==> src/design/ahfb_pkg.sv <==
// ----------------------------------------------------------------------------
// ahfb_pkg: shared types and constants for the ASCII-hex frame builder
// Item structs, queue command format, sequencer step codes and hex helper.
// ----------------------------------------------------------------------------
package ahfb_pkg;

  // Frame constants
  localparam int unsigned AddressChars = 10;
  localparam logic [7:0] StartByte = 8'h02;
  localparam logic [7:0] EndByte = 8'h03;
  localparam logic [7:0] ControlTopBit = 8'h80;
  localparam logic [7:0] MaxMessageLength = 8'd237;
  localparam logic [7:0] AsciiNine = 8'h39;
  localparam logic [7:0] AsciiUpperA = 8'h41;

  // Configuration port
  localparam int unsigned CfgAddrW = 4;
  localparam int unsigned CfgDataW = 64;
  localparam logic [0:0] RegAddrFirstEight = 1'b0;
  localparam logic [0:0] RegAddrLastTwo = 1'b1;

  // Sequencer steps of the back end
  localparam int unsigned StepW = 5;
  localparam logic [StepW-1:0] StepFirst = 5'd0;
  localparam logic [StepW-1:0] StepAddrFirst = 5'd1;
  localparam logic [StepW-1:0] StepAddrLast = 5'd10;
  localparam logic [StepW-1:0] StepCodeHi = 5'd11;
  localparam logic [StepW-1:0] StepCodeLo = 5'd12;
  localparam logic [StepW-1:0] StepLenHi = 5'd13;
  localparam logic [StepW-1:0] StepLenLo = 5'd14;
  localparam logic [StepW-1:0] StepChkHi = 5'd15;
  localparam logic [StepW-1:0] StepChkLo = 5'd16;
  localparam logic [StepW-1:0] StepEnd = 5'd17;

  typedef enum logic [0:0] {
    OpStart = 1'b0,
    OpByte  = 1'b1
  } op_e;

  typedef enum logic [0:0] {
    CmdStart = 1'b0,
    CmdByte  = 1'b1
  } cmd_kind_e;

  typedef struct packed {
    op_e        op;
    logic [7:0] type_char_high;
    logic [7:0] type_char_low;
    logic [7:0] message_length;
    logic [7:0] message_byte;
  } in_item_t;

  typedef struct packed {
    logic [7:0] frame_byte;
    logic       frame_end;
  } out_item_t;

  // Command passed from the front end to the back end
  typedef struct packed {
    cmd_kind_e  kind;
    logic [7:0] data;   // control code for a start, message byte otherwise
    logic [7:0] len;    // clamped length, start only
    logic       close;  // append block check and end byte
  } cmd_t;

  // Upper-case ASCII hex digit of a nibble
  function automatic logic [7:0] hex_char(input logic [3:0] nib);
    logic [7:0] wide;
    wide = {4'h0, nib};
    if (nib < 4'd10) begin
      hex_char = 8'h30 + wide;
    end else begin
      hex_char = 8'h37 + wide;
    end
  endfunction

endpackage

==> src/design/ahfb_front.sv <==
// ----------------------------------------------------------------------------
// ahfb_front: input classifier
// Accepts items, builds the control code, clamps the length, tracks the open
// frame and pushes one command per useful item into the queue.
// ----------------------------------------------------------------------------
module ahfb_front (
  input  logic              clk_i,
  input  logic              rst_ni,
  input  logic              in_valid_i,
  output logic              in_ready_o,
  input  ahfb_pkg::in_item_t in_item_i,
  input  logic              q_full_i,
  output logic              q_push_o,
  output ahfb_pkg::cmd_t    q_cmd_o
);

  logic       frame_open_q, frame_open_d;
  logic [7:0] remain_q, remain_d;
  logic       accept;
  logic [7:0] len_clamped;
  logic [7:0] code_low;
  logic [7:0] code;
  logic [7:0] remain_dec;
  logic       byte_close;

  // Take an item whenever the queue has room
  assign in_ready_o = !q_full_i;
  assign accept = in_valid_i && in_ready_o;

  // Decode the control code and clamp the length
  always_comb begin
    len_clamped = (in_item_i.message_length > ahfb_pkg::MaxMessageLength) ?
                  ahfb_pkg::MaxMessageLength : in_item_i.message_length;
    if (in_item_i.type_char_low > ahfb_pkg::AsciiNine) begin
      code_low = in_item_i.type_char_low - ahfb_pkg::AsciiUpperA + 8'd10;
    end else begin
      code_low = {4'h0, in_item_i.type_char_low[3:0]};
    end
    code = {in_item_i.type_char_high[3:0], 4'h0} | code_low | ahfb_pkg::ControlTopBit;
  end

  // Count down message bytes
  assign remain_dec = (remain_q == 8'd0) ? 8'd0 : remain_q - 8'd1;
  assign byte_close = (remain_dec == 8'd0);

  // Build the command and the next frame state
  always_comb begin
    frame_open_d  = frame_open_q;
    remain_d      = remain_q;
    q_push_o      = 1'b0;
    q_cmd_o.kind  = ahfb_pkg::CmdStart;
    q_cmd_o.data  = code;
    q_cmd_o.len   = len_clamped;
    q_cmd_o.close = (len_clamped == 8'd0);
    if (accept) begin
      case (in_item_i.op)
        ahfb_pkg::OpStart: begin
          q_push_o     = 1'b1;
          frame_open_d = (len_clamped != 8'd0);
          remain_d     = len_clamped;
        end
        default: begin
          q_cmd_o.kind  = ahfb_pkg::CmdByte;
          q_cmd_o.data  = in_item_i.message_byte;
          q_cmd_o.close = byte_close;
          // drop a message byte when no frame is open
          if (frame_open_q) begin
            q_push_o     = 1'b1;
            remain_d     = remain_dec;
            frame_open_d = !byte_close;
          end
        end
      endcase
    end
  end

  always_ff @(posedge clk_i or negedge rst_ni) begin
    if (!rst_ni) begin
      frame_open_q <= 1'b0;
      remain_q     <= 8'd0;
    end else begin
      frame_open_q <= frame_open_d;
      remain_q     <= remain_d;
    end
  end

endmodule

==> src/design/ahfb_cmd_queue.sv <==
// ----------------------------------------------------------------------------
// ahfb_cmd_queue: command queue between front and back end
// Small FIFO of commands so either side can stall on its own.
// ----------------------------------------------------------------------------
module ahfb_cmd_queue #(
  parameter int unsigned Depth = 4
) (
  input  logic           clk_i,
  input  logic           rst_ni,
  input  logic           push_i,
  input  ahfb_pkg::cmd_t cmd_i,
  output logic           full_o,
  input  logic           pop_i,
  output logic           valid_o,
  output ahfb_pkg::cmd_t cmd_o
);

  localparam int unsigned PtrW = (Depth > 1) ? $clog2(Depth) : 1;
  localparam int unsigned CntW = $clog2(Depth + 1);
  localparam logic [PtrW-1:0] LastPtr = PtrW'(Depth - 1);
  localparam logic [CntW-1:0] FullCnt = CntW'(Depth);

  ahfb_pkg::cmd_t  entries_q [Depth];
  logic [PtrW-1:0] wr_ptr_q, wr_ptr_d;
  logic [PtrW-1:0] rd_ptr_q, rd_ptr_d;
  logic [CntW-1:0] count_q, count_d;
  logic            do_push, do_pop;

  assign full_o  = (count_q == FullCnt);
  assign valid_o = (count_q != '0);
  assign cmd_o   = entries_q[rd_ptr_q];
  assign do_push = push_i && !full_o;
  assign do_pop  = pop_i && valid_o;

  // Advance pointers and occupancy
  always_comb begin
    wr_ptr_d = wr_ptr_q;
    rd_ptr_d = rd_ptr_q;
    count_d  = count_q;
    if (do_push) begin
      wr_ptr_d = (wr_ptr_q == LastPtr) ? '0 : wr_ptr_q + PtrW'(1);
    end
    if (do_pop) begin
      rd_ptr_d = (rd_ptr_q == LastPtr) ? '0 : rd_ptr_q + PtrW'(1);
    end
    if (do_push && !do_pop) begin
      count_d = count_q + CntW'(1);
    end else if (do_pop && !do_push) begin
      count_d = count_q - CntW'(1);
    end
  end

  always_ff @(posedge clk_i or negedge rst_ni) begin
    if (!rst_ni) begin
      wr_ptr_q <= '0;
      rd_ptr_q <= '0;
      count_q  <= '0;
    end else begin
      wr_ptr_q <= wr_ptr_d;
      rd_ptr_q <= rd_ptr_d;
      count_q  <= count_d;
    end
  end

  // Store the command
  always_ff @(posedge clk_i) begin
    if (do_push) begin
      entries_q[wr_ptr_q] <= cmd_i;
    end
  end

endmodule

==> src/design/ahfb_back.sv <==
// ----------------------------------------------------------------------------
// ahfb_back: frame byte sequencer
// Walks each command through its byte steps, keeps the running XOR and drives
// the registered output channel, one byte per cycle when not stalled.
// ----------------------------------------------------------------------------
module ahfb_back (
  input  logic                clk_i,
  input  logic                rst_ni,
  input  logic [63:0]         addr_first_eight_i,
  input  logic [15:0]         addr_last_two_i,
  input  logic                q_valid_i,
  input  ahfb_pkg::cmd_t      q_cmd_i,
  output logic                q_pop_o,
  output logic                out_valid_o,
  input  logic                out_ready_i,
  output ahfb_pkg::out_item_t out_item_o
);

  localparam int unsigned AddrIdxW = $clog2(ahfb_pkg::AddressChars);

  logic [ahfb_pkg::StepW-1:0] step_q, step_d;
  logic [7:0]                 xor_q, xor_d;
  logic [7:0]                 check_q;
  logic                       out_valid_q, out_valid_d;
  ahfb_pkg::out_item_t        out_item_q;
  logic [7:0]                 addr_chars [ahfb_pkg::AddressChars];
  logic [AddrIdxW-1:0]        addr_idx;
  logic                       advance;
  logic                       is_start;
  logic                       last_step;
  logic [7:0]                 byte_c;
  logic                       end_c;

  // Unpack the address characters, first character first
  always_comb begin
    for (int k = 0; k < 8; k++) begin
      addr_chars[k] = addr_first_eight_i[63 - 8*k -: 8];
    end
    addr_chars[8] = addr_last_two_i[15:8];
    addr_chars[9] = addr_last_two_i[7:0];
  end

  assign addr_idx = AddrIdxW'(step_q - ahfb_pkg::StepAddrFirst);
  assign is_start = (q_cmd_i.kind == ahfb_pkg::CmdStart);
  assign advance  = q_valid_i && (!out_valid_q || out_ready_i);

  // Select the byte for the current step
  always_comb begin
    byte_c = 8'h00;
    end_c  = 1'b0;
    unique case (step_q) inside
      ahfb_pkg::StepFirst: byte_c = is_start ? ahfb_pkg::StartByte : q_cmd_i.data;
      [ahfb_pkg::StepAddrFirst:ahfb_pkg::StepAddrLast]: byte_c = addr_chars[addr_idx];
      ahfb_pkg::StepCodeHi: byte_c = ahfb_pkg::hex_char(q_cmd_i.data[7:4]);
      ahfb_pkg::StepCodeLo: byte_c = ahfb_pkg::hex_char(q_cmd_i.data[3:0]);
      ahfb_pkg::StepLenHi:  byte_c = ahfb_pkg::hex_char(q_cmd_i.len[7:4]);
      ahfb_pkg::StepLenLo:  byte_c = ahfb_pkg::hex_char(q_cmd_i.len[3:0]);
      ahfb_pkg::StepChkHi:  byte_c = ahfb_pkg::hex_char(xor_q[7:4]);
      ahfb_pkg::StepChkLo:  byte_c = ahfb_pkg::hex_char(check_q[3:0]);
      ahfb_pkg::StepEnd: begin
        byte_c = ahfb_pkg::EndByte;
        end_c  = 1'b1;
      end
      default: begin
        byte_c = 8'h00;
        end_c  = 1'b0;
      end
    endcase
  end

  // Decide whether this step finishes the command
  always_comb begin
    last_step = 1'b0;
    if (step_q == ahfb_pkg::StepEnd) begin
      last_step = 1'b1;
    end else if (step_q == ahfb_pkg::StepFirst && !is_start && !q_cmd_i.close) begin
      last_step = 1'b1;
    end else if (step_q == ahfb_pkg::StepLenLo && !q_cmd_i.close) begin
      last_step = 1'b1;
    end
  end

  assign q_pop_o = advance && last_step;

  // Next step, running XOR and output register
  always_comb begin
    step_d      = step_q;
    xor_d       = xor_q;
    out_valid_d = out_valid_q;
    if (advance) begin
      out_valid_d = 1'b1;
      if (last_step) begin
        step_d = ahfb_pkg::StepFirst;
      end else if (step_q == ahfb_pkg::StepFirst && !is_start) begin
        step_d = ahfb_pkg::StepChkHi;
      end else begin
        step_d = step_q + ahfb_pkg::StepW'(1);
      end
      if (step_q == ahfb_pkg::StepFirst && is_start) begin
        xor_d = ahfb_pkg::StartByte;
      end else if (step_q == ahfb_pkg::StepEnd) begin
        xor_d = 8'h00;
      end else begin
        xor_d = xor_q ^ byte_c;
      end
    end else if (out_ready_i) begin
      out_valid_d = 1'b0;
    end
  end

  always_ff @(posedge clk_i or negedge rst_ni) begin
    if (!rst_ni) begin
      step_q      <= ahfb_pkg::StepFirst;
      xor_q       <= 8'h00;
      out_valid_q <= 1'b0;
    end else begin
      step_q      <= step_d;
      xor_q       <= xor_d;
      out_valid_q <= out_valid_d;
    end
  end

  // Hold the block check and the output byte
  always_ff @(posedge clk_i) begin
    if (advance) begin
      out_item_q.frame_byte <= byte_c;
      out_item_q.frame_end  <= end_c;
      if (step_q == ahfb_pkg::StepChkHi) begin
        check_q <= xor_q;
      end
    end
  end

  assign out_valid_o = out_valid_q;
  assign out_item_o  = out_item_q;

endmodule

==> src/design/ascii_hex_frame_builder_xor_bcc_unit.sv <==
// ----------------------------------------------------------------------------
// ascii_hex_frame_builder_xor_bcc_unit: STX/ETX ASCII-hex frame builder
// Builds reply frames with address, control code, length, message bytes
// and an XOR block check, one frame byte per cycle when not stalled.
// ----------------------------------------------------------------------------
//  channel  | direction | handshake                 | payload
//  ---------+-----------+---------------------------+-----------------------
//  in       | input     | in_valid_i / in_ready_o   | in_item_i  (in_item_t)
//  out      | output    | out_valid_o / out_ready_i | out_item_o (out_item_t)
//  cfg      | input     | psel/penable/pwrite/pready| paddr, pwdata, prdata
//
// A start item yields 15 frame bytes (18 for an empty message); a message
// byte yields 1 byte, or 4 when it closes the frame. The back-end sequencer
// emits one byte per cycle into the output register, which sets the rate,
// while a command is queued and the output is not stalled. Input items are
// taken every cycle while the command queue has room; an item's first byte
// passes through the command queue and then the output register. Reset is
// asynchronous and clears all control state at once; no clearing pass needed.
// ----------------------------------------------------------------------------
module ascii_hex_frame_builder_xor_bcc_unit #(
  parameter int unsigned QueueDepth = 4
) (
  input  logic                              clk_i,
  input  logic                              rst_ni,
  input  logic                              in_valid_i,
  output logic                              in_ready_o,
  input  ahfb_pkg::in_item_t                in_item_i,
  output logic                              out_valid_o,
  input  logic                              out_ready_i,
  output ahfb_pkg::out_item_t               out_item_o,
  input  logic                              psel,
  input  logic                              penable,
  input  logic                              pwrite,
  input  logic [ahfb_pkg::CfgAddrW-1:0]     paddr,
  input  logic [ahfb_pkg::CfgDataW-1:0]     pwdata,
  output logic [ahfb_pkg::CfgDataW-1:0]     prdata,
  output logic                              pready
);

  logic [63:0]    addr_first_eight_q;
  logic [15:0]    addr_last_two_q;
  logic           cfg_write;
  logic           q_full, q_push, q_pop, q_valid;
  ahfb_pkg::cmd_t push_cmd, head_cmd;

  // Register port: 8-byte stride, index in address bit 3
  assign pready    = 1'b1;
  assign cfg_write = psel && penable && pwrite && pready;

  always_ff @(posedge clk_i or negedge rst_ni) begin
    if (!rst_ni) begin
      addr_first_eight_q <= 64'd0;
      addr_last_two_q    <= 16'd0;
    end else if (cfg_write) begin
      unique case (paddr[3])
        ahfb_pkg::RegAddrFirstEight: addr_first_eight_q <= pwdata;
        ahfb_pkg::RegAddrLastTwo:    addr_last_two_q    <= pwdata[15:0];
        default: ;
      endcase
    end
  end

  // Read back the selected register
  always_comb begin
    unique case (paddr[3])
      ahfb_pkg::RegAddrFirstEight: prdata = addr_first_eight_q;
      ahfb_pkg::RegAddrLastTwo:    prdata = {48'd0, addr_last_two_q};
      default:                     prdata = '0;
    endcase
  end

  ahfb_front u_front (
    .clk_i      (clk_i),
    .rst_ni     (rst_ni),
    .in_valid_i (in_valid_i),
    .in_ready_o (in_ready_o),
    .in_item_i  (in_item_i),
    .q_full_i   (q_full),
    .q_push_o   (q_push),
    .q_cmd_o    (push_cmd)
  );

  ahfb_cmd_queue #(
    .Depth (QueueDepth)
  ) u_queue (
    .clk_i   (clk_i),
    .rst_ni  (rst_ni),
    .push_i  (q_push),
    .cmd_i   (push_cmd),
    .full_o  (q_full),
    .pop_i   (q_pop),
    .valid_o (q_valid),
    .cmd_o   (head_cmd)
  );

  ahfb_back u_back (
    .clk_i              (clk_i),
    .rst_ni             (rst_ni),
    .addr_first_eight_i (addr_first_eight_q),
    .addr_last_two_i    (addr_last_two_q),
    .q_valid_i          (q_valid),
    .q_cmd_i            (head_cmd),
    .q_pop_o            (q_pop),
    .out_valid_o        (out_valid_o),
    .out_ready_i        (out_ready_i),
    .out_item_o         (out_item_o)
  );

endmodule

==> config.mk <==
export PLATFORM = sky130hd
export DESIGN_NAME = ascii_hex_frame_builder_xor_bcc_unit
export DESIGN_NICKNAME = d
export VERILOG_FILES = /design/src/design/ahfb_pkg.sv /design/src/design/ahfb_front.sv /design/src/design/ahfb_cmd_queue.sv /design/src/design/ahfb_back.sv /design/src/design/ascii_hex_frame_builder_xor_bcc_unit.sv
export SDC_FILE = /design/constraint.sdc
export NUM_CORES = 1
export LEC_CHECK = 0
export BUFFER_PORTS_ARGS = -buffer_cell sky130_fd_sc_hd__buf_2
export CORE_ASPECT_RATIO = 0.7
export CORE_MARGIN = 1
export CORE_UTILIZATION = 40
export CTS_CLUSTER_SIZE = 30
export DETAILED_ROUTE_END_ITERATION = 12
export GPL_TIMING_DRIVEN = 0
export PLACE_DENSITY = 0.71
export SLEW_MARGIN = 20
export SYNTH_ARGS = -nofsm -noshare
export SYNTH_HDL_FRONTEND = slang
export SYNTH_SLANG_ARGS = --single-unit
==> constraint.sdc <==
create_clock -name clk_i -period 8.3 [get_ports clk_i]
set_input_delay 1.66 -clock clk_i [delete_from_list [all_inputs] [get_ports clk_i]]
set_output_delay 1.66 -clock clk_i [all_outputs]
set_load 0.005 [all_outputs]
==> results of run 1 <==
[cells in the final DEF (no fill, tap or decap), types with 7 or more instances in the layout]
master                      instances
sky130_fd_sc_hd__mux2_2           101
sky130_fd_sc_hd__mux4_1            14
sky130_fd_sc_hd__nand2b_1          12
sky130_fd_sc_hd__dfrtp_1          110
sky130_fd_sc_hd__clkbuf_16         17
sky130_fd_sc_hd__and2_1             8
sky130_fd_sc_hd__nand3_1           17
sky130_fd_sc_hd__a21oi_1           36
sky130_fd_sc_hd__o21ai_0           31
sky130_fd_sc_hd__inv_1             33
sky130_fd_sc_hd__edfxtp_1          85
sky130_fd_sc_hd__nand2_1           40
sky130_fd_sc_hd__clkbuf_1          35
sky130_fd_sc_hd__a22o_1             8
sky130_fd_sc_hd__a31oi_1            8
sky130_fd_sc_hd__nor2b_1           54
sky130_fd_sc_hd__buf_2            180
sky130_fd_sc_hd__xnor2_1           10
sky130_fd_sc_hd__nor2_1            34
sky130_fd_sc_hd__mux4_2            20
sky130_fd_sc_hd__mux2i_1           12
sky130_fd_sc_hd__ha_1              22
sky130_fd_sc_hd__o2bb2ai_1          7
[critical path, stage by stage (launching register included)]
cell	delay, ps
sky130_fd_sc_hd__dfrtp_1	380
sky130_fd_sc_hd__buf_2	190
sky130_fd_sc_hd__buf_2	380
sky130_fd_sc_hd__buf_2	450
sky130_fd_sc_hd__buf_2	370
sky130_fd_sc_hd__inv_1	150
sky130_fd_sc_hd__ha_1	360
sky130_fd_sc_hd__clkbuf_1	610
sky130_fd_sc_hd__clkbuf_1	710
sky130_fd_sc_hd__mux4_2	480
sky130_fd_sc_hd__nand3_1	110
sky130_fd_sc_hd__a21oi_1	60
sky130_fd_sc_hd__o21ai_0	340
sky130_fd_sc_hd__nand4_1	270
sky130_fd_sc_hd__o21ai_0	230
sky130_fd_sc_hd__a22o_1	140
[logic make-up after synthesis]
logic type	Yosys count	synth area share
XOR/XNOR	14	0.0118
adder cells (fa/ha/maj)	23	0.0285
flip-flops	195	0.513
AO/OA/AOI/OAI	153	0.0993
AND/OR/NAND/NOR	213	0.114
other	1	0.000362
buffers and inverters	82	0.0334
multiplexers	147	0.201
[sequential cells by signal (all words and copies together) (netlist names)]
name                  cells
u_queue.wr_ptr_q          2
u_back.out_valid_o        1
u_front.frame_open_q      1
u_queue.count_q           3
u_queue.entries_q        72
addr_last_two_q          16
u_back.xor_q              8
u_front.remain_q          8
u_back.step_q             5
addr_first_eight_q       64
u_back.check_q            4
u_back.out_item_o         9
u_queue.rd_ptr_q          2
[per-layer routing]
layer	part of all wire	vias up
met4	0.0067	0
met3	0.080	13
met1	0.50	3811
li1	-	3496
met2	0.42	275
met5	0	-
[layout make-up]
class	count	area, µm²	share of cell area
tap	325	407	0.0332
inverter	33	124	0.0101
timing repair buffer	174	900	0.0734
multi-input combinational	551	4710	0.384
clock inverter	15	161	0.0132
clock buffer	17	425	0.0347
sequential	195	5310	0.433
buffer	49	221	0.0181
antenna	1	2.50	0.000204
[final timing paths]
path,start,to,slack [ps],cells past startpoint
setup / recovery,u_back.step_q[0],u_back.xor_q[2],2990,15
hold / removal,u_back.xor_q[0],u_back.check_q[0],480,0
setup reg to reg,u_back.step_q[0],u_back.xor_q[2],2990,15
hold reg to reg,u_back.xor_q[0],u_back.check_q[0],480,0
max in group asynchronous,rst_ni,addr_first_eight_q[44],6430,2
min in group asynchronous,rst_ni,u_front.remain_q[4],1140,1
[per-stage QoR]
stage          utilization  hold WS [ps]  std cells  instance area (µm²)
2_1_floorplan            -           446        828                10300
3_3_place_gp         0.464           464       1326                11600
3_5_place_dp         0.465           458       1327                11700
4_1_cts              0.489           475       1359                12200
5_1_grt              0.489           504       1359                12200
6_report             0.489           476       1360                12300
[where the power goes]
group	leakage (nW)	switching [W]	internal [W]
sequential	2.10	0.000142	0.00129
clock	0.281	0.000414	0.000404
combinational	2.73	0.00106	0.000786
total	5.12	0.00161	0.00248
==> metrics.csv, run 1 <==
stage,metric,value,unit
status,outcome,completed,
timing,transition time at the pin with the least slew margin,980,ps
synth,Yosys top cell by area,sky130_fd_sc_hd__dfrtp_1,
floorplan,area enclosed by the die boundary,26500,µm²
timing,minimum clock period,5310,ps
power_and_ir_drop,post-layout power,0.00409,W
route,detailed-route wire length,26600,µm
floorplan,total number of placement rows,48,
timing,Setup TNS Final,0,ps
synth,"Seq/Total Area, Yosys",0.513,
setup_path,Crit Path Max Fanout,10,
clocking,H-tree Lvls,4,
clocking,clock network latency to the later pin of the worst-skew pair,440,ps
clocking,clock tree from TritonCTS,built,
synth,top cells by area in the synthesized netlist,"sky130_fd_sc_hd__dfrtp_1, sky130_fd_sc_hd__edfxtp_1, sky130_fd_sc_hd__mux2_2",
floorplan,Placeable Area,25000,µm²
synth,net count of the mapped netlist,959,
setup_path,element type at the critical path start,flop,
floorplan,die outline height,137,µm
min_path,worst min path class,flop to flop,
power_and_ir_drop,Leakage,5.12,nW
clocking,Post-CTS Setup Repair Bufs,0,
global_routing,grt met1 use,0.322,
synth,synthesized area,10300,µm²
floorplan,width of the die,194,µm
synth,share of Yosys cell area claimed by the top area cell type,0.266,
timing,endpoints failing hold,0,
timing,Final setup violation count,0,
clocking,Sink Count,195,
finish,Syn-to-layout area delta,18.4,%
setup_path,Worst EP arrival,5670,ps
floorplan,Boundary Pins,184,
clocking,"CTS clk-pin slew, worst paths",70,ps
synth,number of cells produced by synthesis,828,
synth,leading post-synthesis cells by instance count,"sky130_fd_sc_hd__dfrtp_1, sky130_fd_sc_hd__mux2_2, sky130_fd_sc_hd__edfxtp_1, sky130_fd_sc_hd__nor2b_1, sky130_fd_sc_hd__nand2_1",
synth,most instantiated library cell after synthesis,sky130_fd_sc_hd__dfrtp_1,
timing,number of slew-limit violations in the final report,0,
clocking,"buffers from clock root to sink, at most",2,
route,number of antenna-violating nets in the routed design,0,
global_routing,met2 track utilization from global routing,0.289,
global_routing,met3 Usage GRT,0.0478,
route,detailed-route vias per instance,5.58,
global_routing,GR Util All Layers,0.206,
synth,Synth Area per Inst,12.5,µm²
finish,final-layout fill cell count,2251,
global_routing,vias in the first global route,7222,
timing,max frequency,188,MHz
clocking,root buffer cell,sky130_fd_sc_hd__clkbuf_16,
timing,tightest slew margin relative to the limit,0.347,
finish,share of final-layout standard cells stronger than drive strength 1,0.337,
global_routing,total overflow reported by the global router,0,
route,number of search-and-repair iterations in the first detailed-routing pass,5,
timing,unrepaired setup endpoints after global routing,no,
setup_path,required time worst endpoint,8670,ps
floorplan,effective utilization at floorplan,0.413,
setup_path,Setup Crit Path Kind,flop to flop,
placement,DP Wirelength,19900,µm
synth,number of synthesized register bits,195,
global_routing,pin count of the biggest net entering global routing,72,
route,number of DRC violations after detailed-routing iteration 0,653,
timing,crit share post-route,0.639,
global_routing,wire length of the first global-routing pass,41300,µm
setup_path,CP Capture Type,flop,
global_routing,busiest layer in global routing,met1,
timing,Final WS setup,2990,ps
clocking,post-cts hold buffer count,0,
route,number of design rule violations left after detail routing,0,
synth,number of synthesized flops with an enable pin,85,
job,maxcap violations,0,
global_routing,antenna violations before repair,1,
synth,Main synth FF type,sky130_fd_sc_hd__dfrtp_1,
clocking,total of cells resized after clock tree synthesis,0,
placement,GP Congestion,0.948,
finish,Final nets,1152,
route,overall via count from detail_route,7595,
power_and_ir_drop,maximum vdd ir drop,0.175,mV
synth,Synth Warn #,0,
timing,setup skew after layout,14.8,ps
synth,Synth async-reset ratio,0.564,
placement,minimum setup slack after placement,3030,ps
clocking,number of CTS-inserted buffers,17,
synth,Unique masters post-synth,70,
power_and_ir_drop,Cell Pwr Density,334,nW/µm²
route,routed length per placed instance,19.6,µm
placement,count of input and output buffers,173,
No activity file was read; power rests on OpenSTA's default activity.
==> run 2, diff against run 1 <==
- PLACE_DENSITY: 0.71 -> 0.74
- clock period: 8.3 -> 4.4 ns (I/O delays scaled with it)
==> run 2 against run 1 <==
Largest cell class unchanged; combinational power grew 91%; sequential share of layout area shrank 0.18 points; power increased by 90%; setup slack lost 2800 ps; die area stayed put; fmax up 27%; clock power up 92%.
==> metrics.csv, run 2 (synthesis gave the netlist of run 1 again) <==
stage,metric,value,unit,change
power_and_ir_drop,switching fraction of total power,0.395,,+0.00110
clocking,root buffer cell,sky130_fd_sc_hd__clkbuf_16,,
timing,Min Hold Slack,326,ps,-150 ps
floorplan,Placeable Area,25000,µm²,unchanged
route,number of antenna-violating nets in the routed design,0,,unchanged
route,routed length per placed instance,19.7,µm,+0.42%
global_routing,GR Util All Layers,0.209,,+0.00276
power_and_ir_drop,Leakage,5.14,nW,+0.44%
finish,"final std cell area, no fill",12300,µm²,+0.41%
setup_path,Setup Crit Path Kind,flop to flop,,
route,overall via count from detail_route,7550,,-0.59%
min_path,worst min path class,input port to asynchronous set/reset pin,,
power_and_ir_drop,Cell Pwr Density,633,nW/µm²,+90%
route,number of DRC violations after detailed-routing iteration 0,707,,+8.3%
power_and_ir_drop,combinational share of power,0.452,,+0.002
setup_path,depth of the worst register-to-register path,15,,unchanged
global_routing,vias in the first global route,7455,,+3.2%
setup_path,reg-to-reg critical path startpoint,u_back.step_q[0],,
placement,total placed instance area,11700,µm²,about the same
timing,minimum clock period,4190,ps,-1120 ps
route,detailed-route wire length,26700,µm,+0.34%
clocking,post-cts hold buffer count,0,,unchanged
finish,Largest regs,"u_queue.entries_q x72, addr_first_eight_q x64, addr_last_two_q x16",,
placement,DP Wirelength,20200,µm,+1.6%
power_and_ir_drop,maximum vdd ir drop,0.327,mV,+87%
global_routing,pin count of the biggest net entering global routing,77,,+6.9%
power_and_ir_drop,net switching power,0.00308,W,+91%
finish,flip-flop count of the largest register after layout,72,,unchanged
placement,GP Congestion,0.965,,+1.8%
finish,flip-flop and latch area,5310,µm²,unchanged
finish,Final nets,1152,,unchanged
timing,max frequency,239,MHz,+27%
finish,Syn-to-layout area delta,18.9,%,
clocking,clock tree from TritonCTS,built,,
setup_path,Critical Path Sink,u_back.xor_q[2],,
placement,count of input and output buffers,173,,unchanged
setup_path,required time worst endpoint,4770,ps,-3900 ps
route,number of search-and-repair iterations in the first detailed-routing pass,7,,+2
clocking,"CTS clk-pin slew, worst paths",80,ps,about the same
setup_path,Worst EP arrival,4560,ps,-1110 ps
clocking,clock network latency to the later pin of the worst-skew pair,440,ps,about the same
floorplan,effective utilization at floorplan,0.413,,unchanged
power_and_ir_drop,internal power,0.00471,W,+90%
floorplan,die outline height,137,µm,unchanged
global_routing,total overflow reported by the global router,0,,unchanged
power_and_ir_drop,sequential share of power,0.346,,-0.003
route,number of design rule violations left after detail routing,0,,unchanged
timing,setup skew after layout,14.3,ps,-0.446 ps
floorplan,area enclosed by the die boundary,26500,µm²,unchanged
timing,crit share post-route,0.952,,+0.312
finish,largest register by flop count,u_queue.entries_q,,
floorplan,Boundary Pins,184,,unchanged
status,outcome,completed,,
clocking,Sink Count,195,,unchanged
timing,transition time at the pin with the least slew margin,1030,ps,+51.7 ps
job,maxcap violations,0,,unchanged
finish,final-layout fill cell count,2227,,-1.1%
floorplan,width of the die,194,µm,unchanged
timing,number of slew-limit violations in the final report,0,,unchanged
power_and_ir_drop,proportion of power drawn by the clock network,0.201,,about the same
clocking,"buffers from clock root to sink, at most",2,,unchanged
global_routing,wire length of the first global-routing pass,42100,µm,+1.9%
global_routing,antenna violations before repair,0,,-1
clocking,number of CTS-inserted buffers,17,,unchanged
setup_path,CP Capture Type,flop,,
setup_path,worst reg-to-reg setup slack,210,ps,-2780 ps
finish,most frequent standard cell in the layout excluding fill and tap cells,sky130_fd_sc_hd__buf_2,,
route,detailed-route vias per instance,5.56,,-0.52%
finish,"leading cell types in the layout, fill and taps excluded","sky130_fd_sc_hd__buf_2, sky130_fd_sc_hd__dfrtp_1, sky130_fd_sc_hd__mux2_2",,
setup_path,Crit Path Max Fanout,10,,unchanged
setup_path,element type at the critical path start,flop,,
setup_path,critical register-to-register path endpoint,u_back.xor_q[2],,
timing,tightest slew margin relative to the limit,0.312,,-0.0345
clocking,H-tree Lvls,4,,unchanged
floorplan,total number of placement rows,48,,unchanged
finish,area of the multi-input gates,4720,µm²,+0.40%
timing,Final setup violation count,0,,unchanged
timing,endpoints failing hold,0,,unchanged
setup_path,timing startpoint of the critical path,u_back.step_q[0],,
timing,unrepaired setup endpoints after global routing,no,,
finish,share of final-layout standard cells stronger than drive strength 1,0.340,,+0.00387
finish,Antenna Cells,0,,-1
-- run 2: cell types whose count changed in the layout (fill, tap and decap cells not counted), sizes merged --
cell	before	now
clkbuf	52	53
diode	1	0
buf	188	187
clkinv	6	5
inv	40	41
-- run 2: timing repair --
action                                  4_1_cts  5_1_grt
endpoints found under the setup margin       17        6
buffers inserted                              0        0
resized for setup                             6        6
pin swaps                                     0        0
-- run 2: power groups by stage --
| stage | logic, W | registers, W | clock network (W) |
|---|---|---|---|
| final | 0.00352 | 0.00270 | 0.00157 |
| after global routing | 0.00385 | 0.00275 | 0.00166 |
| after CTS | 0.00347 | 0.00269 | 0.00160 |
| after detailed placement | 0.00344 | 0.00273 | 0 |
| after global placement | 0.00335 | 0.00271 | 0 |
| after floorplan | 0.00238 | 0.00264 | 0 |
-- run 2: metal layers --
layer | global-route usage | share of wire
met3 | 0.0599 | 0.081
met4 | 0.0406 | 0.0071
met2 | 0.299 | 0.42
met5 | 0 | 0
met1 | 0.314 | 0.49
-- run 2: per-stage QoR --
step	total power, W	instances	util	setup slack [ps]	setup TNS [ps]
2_1_floorplan	0.00502	828	-	578	0
3_3_place_gp	0.00605	1326	0.464	-835	-6770
3_5_place_dp	0.00617	1327	0.466	-876	-7160
4_1_cts	0.00776	1359	0.490	8.17	0
5_1_grt	0.00827	1359	0.491	4.53	0
6_report	0.00779	1359	0.491	213	0
-- run 2: final cells by class --
| cell class | instances | share of cell area |
|---|---|---|
| Buffer | 49 | 0.0195 |
| Clock inverter | 15 | 0.0143 |
| Timing Repair Buffer | 174 | 0.0731 |
| Clock buffer | 17 | 0.0346 |
| Multi-Input combinational cell | 551 | 0.384 |
| Inverter | 33 | 0.0101 |
| Sequential cell | 195 | 0.431 |
| Tap cell | 325 | 0.0331 |
-- run 2: how the worst min path moves through the flow --
stage | startpoint | to | slack [ps] | cells after the start
final | rst_ni | u_front.frame_open_q | 330 | 1
after global routing | rst_ni | u_front.frame_open_q | 340 | 1
after CTS | rst_ni | u_front.remain_q[2] | 330 | 1
after detailed placement | u_back.xor_q[2] | u_back.check_q[2] | 460 | 0
after global placement | u_back.xor_q[0] | u_back.check_q[0] | 470 | 0
after floorplan | u_back.xor_q[3] | u_back.xor_q[3] | 450 | 1
-- run 2: critical path: stages (launching register included) --
cell and delay (ps):
sky130_fd_sc_hd__dfrtp_1 380, sky130_fd_sc_hd__buf_2 200, sky130_fd_sc_hd__buf_4 280, sky130_fd_sc_hd__buf_6 250, sky130_fd_sc_hd__clkbuf_4 280, sky130_fd_sc_hd__inv_1 130, sky130_fd_sc_hd__ha_1 360, sky130_fd_sc_hd__clkbuf_4 290
sky130_fd_sc_hd__clkbuf_4 320, sky130_fd_sc_hd__mux4_2 400, sky130_fd_sc_hd__nand3_1 110, sky130_fd_sc_hd__a21oi_1 60, sky130_fd_sc_hd__o21ai_0 300, sky130_fd_sc_hd__nand4_1 280, sky130_fd_sc_hd__o21ai_0 300, sky130_fd_sc_hd__a22o_1 160
==> run 3, diff against run 2 <==
- PLACE_DENSITY: 0.74 -> 0.71
- clock period: 4.4 -> 4.94 ns (I/O delays scaled with it)
==> run 3 against run 2 <==
Non-clock buffer count decreased by 1; flip-flop and latch count unchanged; utilization decreased by 0.17 points; hold slack improved by 140 ps; power decreased by 12%; routed wire length decreased by 0.44%; register-to-register slack improved by 98 ps; largest cell class unchanged.
==> metrics.csv, run 3 (synthesis gave the netlist of run 1 again) <==
stage,metric,value,unit,change
setup_path,cell type with the highest occurrence count on the critical path,sky130_fd_sc_hd__buf_2,,
floorplan,die outline height,137,µm,unchanged
finish,share of final-layout standard cells stronger than drive strength 1,0.340,,-0.000639
floorplan,effective utilization at floorplan,0.413,,unchanged
timing,transition time at the pin with the least slew margin,978,ps,-53.2 ps
clocking,"CTS clk-pin slew, worst paths",80,ps,about the same
timing,number of slew-limit violations in the final report,0,,unchanged
job,maxcap violations,0,,unchanged
finish,share of the core filled with cells,0.489,,-0.00175
power_and_ir_drop,proportion of power drawn by the clock network,0.200,,about the same
clocking,clock network latency to the later pin of the worst-skew pair,430,ps,about the same
min_path,worst min path class,input port to asynchronous set/reset pin,,
setup_path,CP Cell Sequence,"buf_2, buf_2, buf_2, buf_2, inv_1, ha_2, clkbuf_2, mux4_2, nand3_1, a21oi_1, o21ai_0, nand4_1, o21ai_0, a22o_1",,
power_and_ir_drop,maximum vdd ir drop,0.292,mV,-11%
setup_path,crit path max-delay cell type,sky130_fd_sc_hd__ha_2,,
finish,most frequent standard cell in the layout excluding fill and tap cells,sky130_fd_sc_hd__buf_2,,
route,number of search-and-repair iterations in the first detailed-routing pass,5,,-2
timing,crit share post-route,0.937,,-0.0145
finish,largest register by flop count,u_queue.entries_q,,
timing,minimum clock period,4630,ps,+442 ps
timing,setup skew after layout,13.6,ps,-0.747 ps
clocking,root buffer cell,sky130_fd_sc_hd__clkbuf_16,,
power_and_ir_drop,switching fraction of total power,0.393,,-0.00265
setup_path,required time worst endpoint,5310,ps,+540 ps
setup_path,Setup Crit Path Kind,flop to flop,,
finish,"leading cell types in the layout, fill and taps excluded","sky130_fd_sc_hd__buf_2, sky130_fd_sc_hd__dfrtp_1, sky130_fd_sc_hd__mux2_2",,
timing,endpoints failing hold,0,,unchanged
route,number of DRC violations after detailed-routing iteration 0,634,,-10%
timing,unrepaired setup endpoints after global routing,no,,
setup_path,Crit Path Max Fanout,11,,+1
placement,minimum setup slack after placement,-334,ps,+542 ps
clocking,H-tree Lvls,4,,unchanged
placement,DP Wirelength,19900,µm,-1.6%
power_and_ir_drop,combinational share of power,0.450,,-0.002
global_routing,antenna violations before repair,1,,+1
floorplan,width of the die,194,µm,unchanged
route,number of design rule violations left after detail routing,0,,unchanged
setup_path,Worst EP arrival,5000,ps,+440 ps
timing,tightest slew margin relative to the limit,0.348,,+0.0355
route,detailed-route vias per instance,5.53,,-0.46%
clocking,clock tree from TritonCTS,built,,
clocking,Sink Count,195,,unchanged
timing,max frequency,216,MHz,-9.6%
power_and_ir_drop,internal power,0.00417,W,-12%
floorplan,area enclosed by the die boundary,26500,µm²,unchanged
finish,flip-flop count of the largest register after layout,72,,unchanged
timing,Final WS setup,311,ps,+97.9 ps
setup_path,element type at the critical path start,flop,,
finish,Largest regs,"u_queue.entries_q x72, addr_first_eight_q x64, addr_last_two_q x16",,
global_routing,pin count of the biggest net entering global routing,72,,-6.5%
global_routing,wire length of the first global-routing pass,41300,µm,-2.0%
clocking,number of CTS-inserted buffers,17,,unchanged
power_and_ir_drop,Cell Pwr Density,559,nW/µm²,-12%
power_and_ir_drop,net switching power,0.00269,W,-13%
floorplan,Placeable Area,25000,µm²,unchanged
floorplan,total number of placement rows,48,,unchanged
floorplan,Boundary Pins,184,,unchanged
route,detailed-route wire length,26600,µm,-0.44%
finish,Final nets,1151,,-0.087%
finish,Syn-to-layout area delta,18.4,%,
clocking,"buffers from clock root to sink, at most",2,,unchanged
timing,Final setup violation count,0,,unchanged
global_routing,GR Util All Layers,0.206,,-0.00309
setup_path,Slowest Stage Delay on Critical Path,580,ps,+180 ps
global_routing,total overflow reported by the global router,0,,unchanged
status,outcome,completed,,
route,overall via count from detail_route,7515,,-0.46%
setup_path,CP Capture Type,flop,,
placement,count of input and output buffers,173,,unchanged
placement,GP Congestion,0.948,,-1.8%
power_and_ir_drop,Leakage,5.12,nW,-0.41%
power_and_ir_drop,sequential share of power,0.350,,+0.004
route,number of antenna-violating nets in the routed design,0,,unchanged
global_routing,vias in the first global route,7220,,-3.2%
route,routed length per placed instance,19.6,µm,-0.44%
run 3: changes by cell type in the layout (fill, tap and decap cells not counted), sizes merged:
| cell | before | now |
|---|---|---|
| clkinv | 5 | 6 |
| buf | 187 | 188 |
| clkbuf | 53 | 51 |
| diode | 0 | 1 |
| inv | 41 | 40 |
run 3: timing repair:
item | 4_1_cts | 5_1_grt
setup endpoints to repair | 7 | 5
gates resized for setup | 1 | 2
hold buffers | 0 | 0
buffers inserted | 0 | 0
run 3: worst paths after layout:
path / to / slack (ps) / cells past startpoint / start
min reg2reg: u_back.check_q[0] / 480 / 0 / u_back.xor_q[0]
min: u_front.remain_q[4] / 470 / 1 / rst_ni
min in group clk_i: u_back.check_q[0] / 480 / 0 / u_back.xor_q[0]
max reg2reg: u_back.xor_q[2] / 310 / 14 / u_back.step_q[0]
max: u_back.xor_q[2] / 310 / 14 / u_back.step_q[0]
max in group asynchronous: addr_first_eight_q[44] / 3740 / 2 / rst_ni
run 3: area by class of cell:
cell class / instances / area (µm²)
clock inverters: 15 / 161
well taps: 325 / 407
plain buffers: 48 / 219
diodes: 1 / 2.50
inverters: 33 / 124
flip-flops and latches: 195 / 5310
repair buffers: 174 / 900
clock buffers: 17 / 425
fillers: 2252 / 12800
multi-input cells: 551 / 4710
run 3: power by group through the flow:
stage	sequential [W]	combinational (W)	clock [W]
final	0.00240	0.00309	0.00137
after global routing	0.00245	0.00337	0.00146
after CTS	0.00240	0.00305	0.00140
after detailed placement	0.00243	0.00304	0
after global placement	0.00241	0.00299	0
after floorplan	0.00236	0.00212	0
run 3: through the flow:
step	power (W)	cells	hold slack (ps)	TNS [ps]	cell area [µm²]
floorplan	0.00448	828	446	0	10300
detailed placement	0.00547	1327	458	-942	11700
CTS	0.00685	1358	468	0	12200
global route	0.00729	1358	471	0	12300
global placement	0.00540	1326	464	-848	11600
finish	0.00686	1359	469	0	12300
run 3: worst max-delay path: cells and delay by family, from the launching register on:
| kind | cells | cell delay, ps |
|---|---|---|
| compound gates | 4 | 800 |
| fa+ha+maj | 1 | 580 |
| buf+inv | 6 | 1970 |
| flops | 1 | 380 |
| simple gates | 2 | 400 |
| mux | 1 | 430 |
run 3: metal layers:
layer  vias to the layer above  global-route usage  wire (µm)  share of wire
met1                      3739               0.321      13400           0.50
met3                        14              0.0478       1980          0.075
met5                         -                   0          0              0
li1                       3501                   -          -              -
met2                       261               0.289      11100           0.42
met4                         0              0.0406        174         0.0065
